[src/hw/rtl/rcm_pkg.sv]
package rcm_pkg;

    localparam int ADC_BITS   = 10;
    localparam int TIMER_BITS = 32;
    localparam int TIME_BITS  = 32;
    localparam int CAP_BITS   = 42;
    localparam int PF_BITS    = 10;
    localparam int PADDR_BITS = 4;
    localparam int PDATA_BITS = 32;

    localparam logic [TIME_BITS-1:0] OUT_TIME_MAX = '1;

    // register indexes, paddr[3:2]
    localparam logic [1:0] REG_CHARGE_LEVEL = 2'd0;
    localparam logic [1:0] REG_EMPTY_LEVEL  = 2'd1;
    localparam logic [1:0] REG_RANGE1_MIN   = 2'd2;
    localparam logic [1:0] REG_RANGE2_MIN   = 2'd3;

    localparam logic [ADC_BITS-1:0]  CHARGE_LEVEL_RST = ADC_BITS'(648);
    localparam logic [ADC_BITS-1:0]  EMPTY_LEVEL_RST  = '0;
    localparam logic [TIME_BITS-1:0] RANGE1_MIN_RST   = TIME_BITS'(99990);
    localparam logic [TIME_BITS-1:0] RANGE2_MIN_RST   = TIME_BITS'(9990);

    // range codes
    localparam logic [1:0] RANGE_1K   = 2'd0;
    localparam logic [1:0] RANGE_100K = 2'd1;
    localparam logic [1:0] RANGE_1M   = 2'd2;

    // charge drive with no resistor selected
    localparam logic [1:0] CHARGE_NONE = 2'd0;

    typedef enum logic {
        PH_CHARGE    = 1'b0,
        PH_DISCHARGE = 1'b1
    } t_phase;

    typedef struct packed {
        logic [ADC_BITS-1:0]  charge_level;
        logic [ADC_BITS-1:0]  empty_level;
        logic [TIME_BITS-1:0] range1_min_time;
        logic [TIME_BITS-1:0] range2_min_time;
    } t_cfg;

    typedef struct packed {
        logic [1:0]           charge_select;
        logic                 discharge_on;
        logic                 result_valid;
        logic [1:0]           range_used;
        logic [TIME_BITS-1:0] charge_time;
        logic [CAP_BITS-1:0]  capacitance_pf;
    } t_result;

    // picofarads per microsecond tick: 1e6 / R
    function automatic logic [PF_BITS-1:0] pf_per_tick(input logic [1:0] rng);
        logic [PF_BITS-1:0] f;
        case (rng)
            RANGE_1K:   f = PF_BITS'(1000);
            RANGE_100K: f = PF_BITS'(10);
            default:    f = PF_BITS'(1);
        endcase
        return f;
    endfunction

endpackage

[src/hw/rtl/rc_capacitance_meter_autorange_unit.sv]
// Channel   | Direction | Handshake               | Payload
// ----------+-----------+-------------------------+----------------------------------------
// sample in | in        | i_in_valid / o_in_stall | i_adc_sample
// result    | out       | o_out_valid / i_out_stall | o_charge_select .. o_capacitance_pf
// config    | in        | APB psel/penable/pready | paddr, pwdata, prdata
//
// One item per clock while o_in_stall is low; results go to a registered output buffer.
// Sequencing state updates at acceptance; a two-entry output buffer holds results,
// so o_in_stall rises only once both entries are full.
// Synchronous active-low reset clears the sequencer, the buffer and the registers.
module rc_capacitance_meter_autorange_unit import rcm_pkg::*; (
    input  logic                  i_clk,
    input  logic                  i_rst_n,
    input  logic                  i_in_valid,
    output logic                  o_in_stall,
    input  logic [ADC_BITS-1:0]   i_adc_sample,
    output logic                  o_out_valid,
    input  logic                  i_out_stall,
    output logic [1:0]            o_charge_select,
    output logic                  o_discharge_on,
    output logic                  o_result_valid,
    output logic [1:0]            o_range_used,
    output logic [TIME_BITS-1:0]  o_charge_time,
    output logic [CAP_BITS-1:0]   o_capacitance_pf,
    input  logic                  psel,
    input  logic                  penable,
    input  logic                  pwrite,
    input  logic [PADDR_BITS-1:0] paddr,
    input  logic [PDATA_BITS-1:0] pwdata,
    output logic [PDATA_BITS-1:0] prdata,
    output logic                  pready
);

    t_cfg    r_cfg;
    t_result core_result;
    t_result out_item;
    logic    in_fire;
    logic    cfg_write;
    logic [1:0] reg_index;

    assign pready    = 1'b1;
    assign cfg_write = psel && penable && pwrite && pready;
    assign reg_index = paddr[3:2];

    always_ff @(posedge i_clk) begin
        if (!i_rst_n) begin
            r_cfg.charge_level    <= CHARGE_LEVEL_RST;
            r_cfg.empty_level     <= EMPTY_LEVEL_RST;
            r_cfg.range1_min_time <= RANGE1_MIN_RST;
            r_cfg.range2_min_time <= RANGE2_MIN_RST;
        end else if (cfg_write) begin
            case (reg_index)
                REG_CHARGE_LEVEL: r_cfg.charge_level    <= pwdata[ADC_BITS-1:0];
                REG_EMPTY_LEVEL:  r_cfg.empty_level     <= pwdata[ADC_BITS-1:0];
                REG_RANGE1_MIN:   r_cfg.range1_min_time <= pwdata[TIME_BITS-1:0];
                REG_RANGE2_MIN:   r_cfg.range2_min_time <= pwdata[TIME_BITS-1:0];
                default: ;
            endcase
        end
    end

    always_comb begin
        case (reg_index)
            REG_CHARGE_LEVEL: prdata = PDATA_BITS'(r_cfg.charge_level);
            REG_EMPTY_LEVEL:  prdata = PDATA_BITS'(r_cfg.empty_level);
            REG_RANGE1_MIN:   prdata = PDATA_BITS'(r_cfg.range1_min_time);
            REG_RANGE2_MIN:   prdata = PDATA_BITS'(r_cfg.range2_min_time);
            default:          prdata = '0;
        endcase
    end

    assign in_fire = i_in_valid && !o_in_stall;

    rcm_core u_core (
        .i_clk        (i_clk),
        .i_rst_n      (i_rst_n),
        .i_fire       (in_fire),
        .i_adc_sample (i_adc_sample),
        .i_cfg        (r_cfg),
        .o_result     (core_result)
    );

    rcm_skid u_skid (
        .i_clk   (i_clk),
        .i_rst_n (i_rst_n),
        .i_valid (i_in_valid),
        .o_stall (o_in_stall),
        .i_item  (core_result),
        .o_valid (o_out_valid),
        .i_stall (i_out_stall),
        .o_item  (out_item)
    );

    assign o_charge_select  = out_item.charge_select;
    assign o_discharge_on   = out_item.discharge_on;
    assign o_result_valid   = out_item.result_valid;
    assign o_range_used     = out_item.range_used;
    assign o_charge_time    = out_item.charge_time;
    assign o_capacitance_pf = out_item.capacitance_pf;

endmodule

[src/hw/rtl/rcm_core.sv]
module rcm_core import rcm_pkg::*; (
    input  logic                i_clk,
    input  logic                i_rst_n,
    input  logic                i_fire,
    input  logic [ADC_BITS-1:0] i_adc_sample,
    input  t_cfg                i_cfg,
    output t_result             o_result
);

    t_phase                r_phase, n_phase;
    logic [1:0]            r_range_index, n_range_index;
    logic [TIMER_BITS-1:0] r_tick_count, n_tick_count;
    logic [TIMER_BITS-1:0] r_held_time, n_held_time;
    logic                  r_accept, n_accept;

    logic [1:0]            range_eff;
    logic [TIMER_BITS-1:0] tick_inc;
    logic [63:0]           held_ext;
    logic [TIME_BITS-1:0]  time_sat;

    always_ff @(posedge i_clk) begin
        if (!i_rst_n) begin
            r_phase       <= PH_CHARGE;
            r_range_index <= RANGE_1K;
            r_tick_count  <= '0;
            r_held_time   <= '0;
            r_accept      <= 1'b0;
        end else if (i_fire) begin
            r_phase       <= n_phase;
            r_range_index <= n_range_index;
            r_tick_count  <= n_tick_count;
            r_held_time   <= n_held_time;
            r_accept      <= n_accept;
        end
    end

    always_comb begin
        range_eff = (r_range_index > RANGE_1M) ? RANGE_1M : r_range_index;
        tick_inc  = (&r_tick_count) ? r_tick_count : r_tick_count + 1'b1;
        held_ext  = 64'(r_held_time);
        time_sat  = (held_ext > 64'(OUT_TIME_MAX)) ? OUT_TIME_MAX : held_ext[TIME_BITS-1:0];

        n_phase       = r_phase;
        n_range_index = r_range_index;
        n_tick_count  = r_tick_count;
        n_held_time   = r_held_time;
        n_accept      = r_accept;
        o_result      = '0;

        case (r_phase)
            PH_CHARGE: begin
                o_result.charge_select = range_eff + 2'd1;
                n_tick_count = tick_inc;
                if (i_adc_sample >= i_cfg.charge_level) begin
                    n_held_time = tick_inc;
                    n_phase     = PH_DISCHARGE;
                    case (range_eff)
                        RANGE_1K:   n_accept = 64'(tick_inc) > 64'(i_cfg.range1_min_time);
                        RANGE_100K: n_accept = 64'(tick_inc) > 64'(i_cfg.range2_min_time);
                        default:    n_accept = 1'b1;
                    endcase
                end
            end
            PH_DISCHARGE: begin
                o_result.discharge_on = 1'b1;
                if (i_adc_sample <= i_cfg.empty_level) begin
                    if (r_accept) begin
                        o_result.result_valid   = 1'b1;
                        o_result.range_used     = range_eff;
                        o_result.charge_time    = time_sat;
                        o_result.capacitance_pf = CAP_BITS'(time_sat) *
                                                  CAP_BITS'(pf_per_tick(range_eff));
                        n_range_index = RANGE_1K;
                    end else begin
                        n_range_index = range_eff + 2'd1;
                    end
                    n_phase      = PH_CHARGE;
                    n_tick_count = '0;
                    n_accept     = 1'b0;
                end
            end
            default: begin
                n_phase = PH_CHARGE;
            end
        endcase
    end

endmodule

[src/hw/rtl/rcm_skid.sv]
module rcm_skid import rcm_pkg::*; (
    input  logic    i_clk,
    input  logic    i_rst_n,
    input  logic    i_valid,
    output logic    o_stall,
    input  t_result i_item,
    output logic    o_valid,
    input  logic    i_stall,
    output t_result o_item
);

    logic    r_out_valid, r_skid_valid;
    t_result r_out, r_skid;
    logic    in_fire;

    assign o_stall = r_skid_valid;
    assign in_fire = i_valid && !r_skid_valid;
    assign o_valid = r_out_valid;
    assign o_item  = r_out;

    always_ff @(posedge i_clk) begin
        if (!i_rst_n) begin
            r_out_valid  <= 1'b0;
            r_skid_valid <= 1'b0;
        end else if (r_skid_valid) begin
            if (!i_stall) begin
                r_skid_valid <= 1'b0;
            end
        end else if (in_fire) begin
            if (r_out_valid && i_stall) begin
                r_skid_valid <= 1'b1;
            end else begin
                r_out_valid <= 1'b1;
            end
        end else if (!i_stall) begin
            r_out_valid <= 1'b0;
        end
    end

    // payload, no reset
    always_ff @(posedge i_clk) begin
        if (r_skid_valid) begin
            if (!i_stall) begin
                r_out <= r_skid;
            end
        end else if (in_fire) begin
            if (r_out_valid && i_stall) begin
                r_skid <= i_item;
            end else begin
                r_out <= i_item;
            end
        end
    end

endmodule

[config.mk]
export PLATFORM = sky130hd
export DESIGN_NAME = rc_capacitance_meter_autorange_unit
export DESIGN_NICKNAME = d
export VERILOG_FILES = /design/src/hw/rtl/rcm_pkg.sv /design/src/hw/rtl/rc_capacitance_meter_autorange_unit.sv /design/src/hw/rtl/rcm_core.sv /design/src/hw/rtl/rcm_skid.sv
export SDC_FILE = /design/constraint.sdc
export NUM_CORES = 1
export LEC_CHECK = 0
export BUFFER_PORTS_ARGS = -buffer_cell sky130_fd_sc_hd__buf_4
export CAP_MARGIN = 10
export CELL_PAD_IN_SITES_DETAIL_PLACEMENT = 0
export CELL_PAD_IN_SITES_GLOBAL_PLACEMENT = 1
export CORE_MARGIN = 3
export CORE_UTILIZATION = 43
export CTS_CLUSTER_DIAMETER = 80
export DETAILED_ROUTE_END_ITERATION = 10
export GPL_ROUTABILITY_DRIVEN = 0
export GPL_TIMING_DRIVEN = 0
export PLACE_DENSITY = 0.87
export SYNTH_ARGS = -nofsm -noshare
export SYNTH_HDL_FRONTEND = slang
export SYNTH_HIERARCHICAL = 1
export SYNTH_SLANG_ARGS = --single-unit
[constraint.sdc]
create_clock -name i_clk -period 6.56 [get_ports i_clk]
set_input_delay 0.656 -clock i_clk [delete_from_list [all_inputs] [get_ports i_clk]]
set_output_delay 0.656 -clock i_clk [all_outputs]
set_load 0.05 [all_outputs]
* Yosys cells after proc, flatten, opt, wreduce, memory -nomap -nowiden
Cells that the tools add are included.
Storage, ports and cells: register bits after elaboration 314, ROM bits 0, bits in writable memories 0, word-level logic and storage cells 95, bits in latches 0, memories 0, output and inout port bits 115
Operators by class: equality and inequality tests 10, bitwise gates (word level) 2, multipliers 1, reductions and logical operators 20, $add $sub $neg 2, order comparisons 5, shift operators 0, mux-type cells 32, divide/modulo/power cells 0
Operators by type and width (number):
- $mux W80 | 4
- $mux W77 | 2
- $pmux W32 S4 | 1
- $mux W78 | 1
- $gt A32 B32 Y1 | 2
- $mux W32 | 2
- $pmux W32 S2 | 1
- $mul A32 B10 Y42 | 1
- $add A32 B1 Y32 const B | 1
- $reduce_and A32 Y1 | 1
- $mux W10 | 3
- $pmux W10 S2 | 1
- $reduce_and A3 Y1 | 6
- $mux W1 | 11
- $ge A10 B10 Y1 | 1
- $le A10 B10 Y1 | 1
- $reduce_and A2 Y1 | 5
- $mux W2 | 3
- $ne A2 B1 Y1 const B | 3
- $ne A2 B2 Y1 const B | 3
- $pmux W1 S2 | 3
- $eq A2 B1 Y1 const B | 2
- $eq A2 B2 Y1 const B | 2
- $logic_and A1 B1 Y1 | 4
- 6 further kinds | 8

* Depth between registers and ports, before layout
Gate-level depths: netlist of run 1.
word-level depth 14, mapped depth 26, mapped depth without buffers 23

* Hierarchy
Netlist of run 1, hierarchy kept.
By module, submodules not included:
- rcm_core | area an instance 14333.7 sq um, cells an instance 1799, times used 1
- rcm_skid | area an instance 6018.3 sq um, cells an instance 261, times used 1
- rc_capacitance_meter_autorange_unit | area an instance 3877.5 sq um, cells an instance 391, times used 1

* Worst setup path before layout of run 1
OpenSTA, ideal clock, no wires.
path type register to register, start point register u_core.r_range_index[0], end point register u_skid.r_out, in the netlist u_skid/o_item[40], data pin, buffers on the path 4, data arrival time 6.117 ns, stages on the path, launching flop included 24, period minus slack after synthesis 6.377 ns, required time 6.300 ns, slack 0.183 ns, cells stage by stage dfxtp_1 -> clkbuf_1 -> inv_1 -> clkbuf_1 -> clkbuf_1 -> nand2_1 -> fa_1 -> fa_1 -> fa_1 -> inv_1 -> fa_1 -> inv_1 -> fa_1 -> inv_1 -> ha_1 -> clkbuf_1 -> a21oi_1 -> nor2_1 -> or4_1 -> a2111oi_2 -> nor3_1 -> nor3_1 -> nor3_1 -> mux2_4
RTL lines:
- from (decl) | RTL line rcm_core.sv:11 | logic [1:0] r_range_index, n_range_index;
- from (signal assigned) | RTL line rcm_core.sv:30 | r_range_index <= n_range_index;
- to (signal assigned) | RTL line rcm_skid.sv:44 | r_out <= r_skid;
- to (signal assigned) | RTL line rcm_skid.sv:50 | r_out <= i_item;
- to (decl) | RTL line rcm_skid.sv:13 | t_result r_out, r_skid;

==> impl_metrics.tcl, run 1 <==
set metrics [dict create \
    clk_pin_slew_ns 0.06 \
    slew_violations 0 \
    leakage_nw 13.2 \
    chipWidth_um 243 \
    cp-start-kind "flip-flop" \
    r2r-end "u_skid/o_item[31]" \
    crit_top_cell "fa_1" \
    portBuffers 163 \
    cp-end-kind "flip-flop" \
    stdcell_count 3428 \
    seq_area_frac_synth 0.326 \
    yosysMostFrequentCell "inv_1" \
    cts_htree_levels 2 \
    grt_pass1_vias 18800 \
    clk_latency_ns 0.57 \
    synth-seq-cells 314 \
    fmax_ghz 0.156 \
    slowest_stage "fa_1" \
    worstPathCellList "clkbuf_4 > buf_4 > nor2_4 > and2_1 > ha_1 > fa_1 > fa_1 > fa_1 > inv_1 > fa_1 > inv_1 > ha_1 > nand2_1 > o21ai_0 > a2111oi_4 > a211o_1 > nand3_1 > a311oi_4 > nor3_1 > o21a_1 > mux2_2" \
    crit_fanout 10 \
    layout-drive-gt1-share 0.164 \
    firstDrtPassIters 5 \
    r2r-start "u_core/r_range_index[1]" \
    arrival_ns 6.68 \
    drtIter0Drc 1245 \
    power_mw 5.73 \
    synth_common_cells "353 x inv_1, 228 x nand2_1, 204 x ha_1, 160 x edfxtp_1, 156 x fa_1" \
    fin_nets 3063 \
    hpwlAfterDp_um 50100 \
    clock-root-buffer "clkbuf_16" \
    pin_count 168 \
    synthTopCellsByArea "edfxtp_1 20%, fa_1 13%, dfxtp_1 13%" \
    yosys_warnings 6 \
    avgSynthCellArea_um2 9.89 \
    core_region_area_um2 55400 \
    netlist.area_leader.share 0.198 \
    die_y_um 243 \
    synth_edf_count 160 \
    syn-num-nets 2864 \
    synthArstFlopShare 0 \
    initial_core_util 0.437 \
    postRouteAntennaNets 0 \
    reg2reg_depth 21 \
    maxSlewHeadroom 0.533 \
    grt_max_degree 50 \
    fin_crit_ns 6.39 \
    via_per_inst 5.24 \
    dieArea_um2 59200 \
    numCtsBuffers 38 \
    wirelength_um 62500 \
    status "completed" \
    area_delta_synth_final_pct 15.6 \
    antenna_found_initial 2 \
    syn_inst 2451 \
    p_per_area_nw_per_um2 205 \
    grt_first_pass_wirelength_um 99600 \
    numClockSinks 314 \
    crit_required_ns 6.84 \
    crit_path_end "u_skid/o_item[31]" \
    hold_path_class "in -> reg" \
    cts_tree "yes" \
    synth_area_um2 24200 \
    reg2reg_setup_slack_ns 0.17 \
    startpoint "u_core/r_range_index[1]" \
    synth_flop_cell "edfxtp_1" \
    grt.overflow.total 0 \
    peakVddDrop_uv 142 \
    timing.final.hold_violations 0 \
    grt_usage 0.209 \
    num_rows 86 \
    whs_ns 0.350 \
    cap_violations 0 \
    ys_types 85 \
    drc 0 \
    setup_viol 0 \
    yosys.area.top_type "edfxtp_1" \
    path_class "reg -> reg" \
    dp_cells 3364 \
    skew_ns 0.0363 \
    max_stage_delay_ns 0.54 \
    wl_per_cell_um 18.2 \
    worstMarginPinSlew_ns 0.701 \
    vias 18000 \
    period_share 0.975 \
    clockBufferDepth 3 \
]
[logic make-up (layout without fill, tap and decap cells)]
logic type      Yosys count  after routing  share of synthesized area
compound gates          341            341                     0.0892
xor+xnor                 89             89                     0.0325
fa+ha+maj               362            362                      0.235
buf+inv                 467            694                     0.0785
flops                   314            314                      0.326
mux                     196            196                     0.0958
other cells               1              3                   0.000155
simple gates            681            681                      0.143
[worst max-delay path: cells and delay by family, from the launching register on]
kind / cells / cell delay [ns]
AOI/OAI and AO/OA: 5 / 1.48
muxes: 1 / 0.26
and+or+nand+nor: 5 / 0.64
buffers and inverters: 4 / 0.61
DFF: 1 / 0.42
adders and majority gates: 6 / 2.70
[routing by layer]
layer | wire, um | GRT usage
met3 | 3140 | 0.0300
met4 | 2250 | 0.0761
met2 | 29800 | 0.361
met5 | 0 | 0
met1 | 27300 | 0.266
[layout make-up]
cell class,instances,area [um^2]
clock buffer,51,1070
tap,748,936
clock inverter,17,196
multi-input combinational,1670,14700
fill,4976,27400
buffer,100,583
inverter,354,1330
sequential,314,7890
antenna,2,5.00
timing repair buffer,172,1320
[report_power, final]
| group | switching (mW) | internal, mW |
|---|---|---|
| logic | 0.926 | 0.527 |
| clock network | 0.835 | 1.27 |
| registers | 0.0450 | 2.12 |
[flip-flops by register name, summed over array words and instances, names as in the netlist]
register / cells
r_cfg: 84
u_skid/o_item: 80
u_skid/r_skid: 80
u_core/r_held_time: 32
u_core/r_tick_count: 32
u_core/r_range_index: 2
u_core/r_accept: 1
u_core/r_phase: 1
u_skid/o_stall: 1
u_skid/o_valid: 1
[timing repair]
item | in CTS | in global routing
endpoints found under the setup margin | 57 | 32
buffers inserted | 1 | 6
pin swaps | 1 | 6
hold buffers | 0 | 0
gates resized for setup | 30 | 56
[layout by cell type, fill, tap and decap left out, drive strengths merged, types with 30 or more instances in the layout]
cell type  Yosys  routed
a21o          49      49
a21oi         90      90
a31oi         30      30
and2          94      94
buf           45     220
clkbuf        68     103
dfxtp        154     154
edfxtp       160     160
fa           156     156
ha           204     204
inv          354     358
mux2          82      82
mux2i        104     104
nand2        228     228
nand3         30      30
nor2         108     108
nor2b         71      71
nor3          30      30
o21ai         83      83
xnor2         39      39
xor2          50      50
[per-stage QoR]
stage	setup TNS (ns)	worst slack, ns	instance area [um^2]	util
2_1_floorplan	0	0.183	24200	-
3_3_place_gp	-44.12	-1.46	26400	0.476
3_5_place_dp	-47.15	-1.50	26400	0.477
4_1_cts	0	0.00190	27800	0.502
5_1_grt	-0.0379	-0.0379	28000	0.505
6_report	0	0.166	28000	0.505
[how the worst min path moves through the flow]
stage,start,to,slack (ns),cells past startpoint
after global placement,u_core/r_accept,u_core/r_range_index[1],0.45,1
after global routing,pwdata[9],r_cfg[73],0.35,3
after detailed placement,u_core/r_accept,u_core/r_range_index[1],0.46,1
after CTS,pwdata[9],r_cfg[73],0.32,3
after floorplan,u_core/r_accept,u_core/r_range_index[1],0.44,1
final,pwdata[9],r_cfg[73],0.35,3
No activity file was read; power rests on OpenSTA's default activity.
==> inputs of run 2 (changes only) <==
--- a/config.mk
+++ b/config.mk
@@ -13,10 +13,8 @@
 export CORE_UTILIZATION = 43
 export CTS_CLUSTER_DIAMETER = 80
 export DETAILED_ROUTE_END_ITERATION = 10
-export GPL_ROUTABILITY_DRIVEN = 0
 export GPL_TIMING_DRIVEN = 0
-export PLACE_DENSITY = 0.87
+export PLACE_DENSITY = 0.88
 export SYNTH_ARGS = -nofsm -noshare
 export SYNTH_HDL_FRONTEND = slang
-export SYNTH_HIERARCHICAL = 1
 export SYNTH_SLANG_ARGS = --single-unit
==> constraint.sdc (replaced) <==
create_clock -name i_clk -period 6.56 [get_ports i_clk]
set_input_delay 0.984 -clock i_clk [delete_from_list [all_inputs] [get_ports i_clk]]
set_output_delay 0.984 -clock i_clk [all_outputs]
set_load 0.05 [all_outputs]
==> run 2 against run 1 <==
Critical path depth rose by 3. Via count rose by 1.7%. Total power fell by 10%. Combinational power fell by 40%. Register-to-register slack improved by 0.08 ns. Hold slack improved by 0.12 ns. First-iteration DRC count fell by 11%. Global-route usage rose by 2.0 points. Sequential share of layout area rose by 0.72 points. Largest cell class unchanged.
==> impl_metrics.tcl, run 2 <==
set metrics [dict create \
    cap_violations 0 \
    final_common_cell "inv_1" \
    yosys_warnings 0 \
    synth_flop_cell "edfxtp_1" \
    crit_required_ns 6.85 \
    syn_inst 2505 \
    worstMarginPinSlew_ns 1.19 \
    path_class "reg -> reg" \
    die_y_um 241 \
    fin_nets 3125 \
    yosys.area.top_type "edfxtp_1" \
    status "completed" \
    power_mw 5.15 \
    drc 0 \
    clk_latency_ns 0.57 \
    period_share 0.962 \
    portBuffers 163 \
    cts_tree "yes" \
    final_cell_mix "337 x inv_1, 282 x nand2_1, 203 x ha_1" \
    hold_path_class "reg -> reg" \
    wl_per_cell_um 19.1 \
    hpwlAfterDp_um 52100 \
    numClockSinks 314 \
    fmax_ghz 0.159 \
    diodes 0 \
    numCtsBuffers 39 \
    cp-start-kind "flip-flop" \
    grt_pass1_vias 18800 \
    crit_fanout 10 \
    synthArstFlopShare 0 \
    grt_first_pass_wirelength_um 103000 \
    vias 18300 \
    netlist.area_leader.share 0.203 \
    synth_edf_count 160 \
    layout-drive-gt1-share 0.131 \
    synth_top_family_by_area "adder cells" \
    pin_count 168 \
    peakVddDrop_uv 149 \
    whs_ns 0.473 \
    area_delta_synth_final_pct 15.3 \
    leakage_nw 12.5 \
    largest_reg_flops 84 \
    synth-simple-area-share 0.158 \
    chipWidth_um 241 \
    maxSlewHeadroom 0.205 \
    largest-register "r_cfg" \
    synth_area_um2 23700 \
    core_region_area_um2 54100 \
    drtIter0Drc 1110 \
    via_per_inst 5.32 \
    initial_core_util 0.437 \
    cp-end-kind "flip-flop" \
    p_per_area_nw_per_um2 189 \
    timing.final.hold_violations 0 \
    grt.overflow.total 0 \
    grt_usage 0.228 \
    postRouteAntennaNets 0 \
    cts_htree_levels 2 \
    num_rows 85 \
    grt_max_degree 48 \
    dieArea_um2 57900 \
    ys_types 82 \
    synth-xor-area-share 0.0369 \
    gp_congestion 0.936 \
    synth_adder_area_share 0.240 \
    syn-num-nets 2918 \
    skew_ns 0.0267 \
    firstDrtPassIters 6 \
    fin_crit_ns 6.31 \
    synth_common_cells "338 x inv_1, 282 x nand2_1, 204 x ha_1, 160 x edfxtp_1, 156 x fa_1" \
    clock-root-buffer "clkbuf_16" \
    slew_violations 0 \
    yosysMostFrequentCell "inv_1" \
    avgSynthCellArea_um2 9.45 \
    setup_viol 0 \
    wirelength_um 65500 \
    seq_area_frac_synth 0.333 \
    synthMuxAreaShare 0.0519 \
    clockBufferDepth 3 \
    clk_pin_slew_ns 0.06 \
    arrival_ns 6.60 \
    synthTopCellsByArea "edfxtp_1 20%, fa_1 13%, dfxtp_1 13%" \
    synth_compound_area_frac 0.105 \
    synth-seq-cells 314 \
    antenna_found_initial 0 \
]
-- run 2: cell types whose count changed after synthesis, moves of 12 or more --
cell,before,now
a21oi_1,90,148
buf_6,14,1
clkbuf_1,68,93
inv_1,353,338
mux2_4,35,0
mux2i_1,104,53
nand2_1,228,282
nand2b_1,21,9
nand3_1,30,42
nor2_1,104,153
o21ai_0,80,53
o31ai_1,7,28
-- run 2: kinds of logic (layout without fill, tap and decap cells) --
logic type	count (synthesis)	count (layout)
AND/OR/NAND/NOR	769	769
buffers and inverters	459	696
AO/OA/AOI/OAI	397	397
adder cells (fa/ha/maj)	361	361
flip-flops	314	314
multiplexers	105	105
XOR/XNOR	99	99
other	1	1
-- run 2: final timing paths --
check | startpoint | endpoint | slack [ns] | cells after the start
worst max-delay path | u_core.r_range_index[0] | u_skid.o_item[38] | 0.25 | 24
worst min-delay path | r_cfg[11] | r_cfg[11] | 0.47 | 2
worst max register to register | u_core.r_range_index[0] | u_skid.o_item[38] | 0.25 | 24
worst min register to register | r_cfg[11] | r_cfg[11] | 0.47 | 2
-- run 2: what timing repair did --
item,CTS,global route
hold buffers,0,0
pin swaps,4,4
endpoints found under the setup margin,60,36
resized for setup,25,43
setup buffers,1,2
-- run 2: critical path, cell delays in order, from the launching register on --
cell	delay, ns
dfxtp_1	0.31
buf_2	0.19
nor2_4	0.15
buf_6	0.16
buf_6	0.17
nand2_1	0.10
fa_1	0.58
inv_1	0.07
fa_1	0.44
fa_1	0.50
fa_1	0.54
inv_1	0.05
fa_1	0.53
inv_1	0.04
ha_1	0.26
clkbuf_4	0.18
nand3_1	0.12
nor3_2	0.19
o21ai_1	0.13
a21o_1	0.22
a311oi_4	0.39
a2111oi_4	0.16
o31ai_2	0.29
xnor2_1	0.19
o21ai_1	0.08
-- run 2: layout make-up --
type / count / area, um^2
clock inverter: 18 / 173
multi-input combinational: 1732 / 14200
fill: 5053 / 26800
inverter: 340 / 1280
tap: 696 / 871
sequential: 314 / 7890
timing repair buffer: 169 / 1310
buffer: 116 / 523
clock buffer: 53 / 1090
-- run 2: layer usage --
| layer | up-vias | global-route usage | part of all wire |
|---|---|---|---|
| li1 | 8800 | - | - |
| met4 | 0 | 0.0780 | 0.034 |
| met1 | 8822 | 0.297 | 0.43 |
| met2 | 538 | 0.388 | 0.47 |
| met3 | 123 | 0.0357 | 0.058 |
| met5 | - | 0 | 0 |
-- run 2: where the power goes --
group / internal [mW] / switching [mW] / total, mW
logic: 0.288 / 0.582 / 0.870
clock network: 1.25 / 0.876 / 2.13
registers: 2.11 / 0.0329 / 2.15
total: 3.66 / 1.49 / 5.15
-- run 2: per-stage QoR --
step                      setup slack [ns]  setup TNS [ns]   util  area, um^2  std cells
after floorplan                      0.420               0      -       23700       2505
after global placement              -0.985          -65.80  0.476       25800       3364
after detailed placement             -1.01          -36.30  0.477       25800       3367
after CTS                          0.00132               0  0.502       27200       3439
after global routing               -0.0108         -0.0152  0.504       27300       3438
final                                0.251               0  0.504       27300       3438
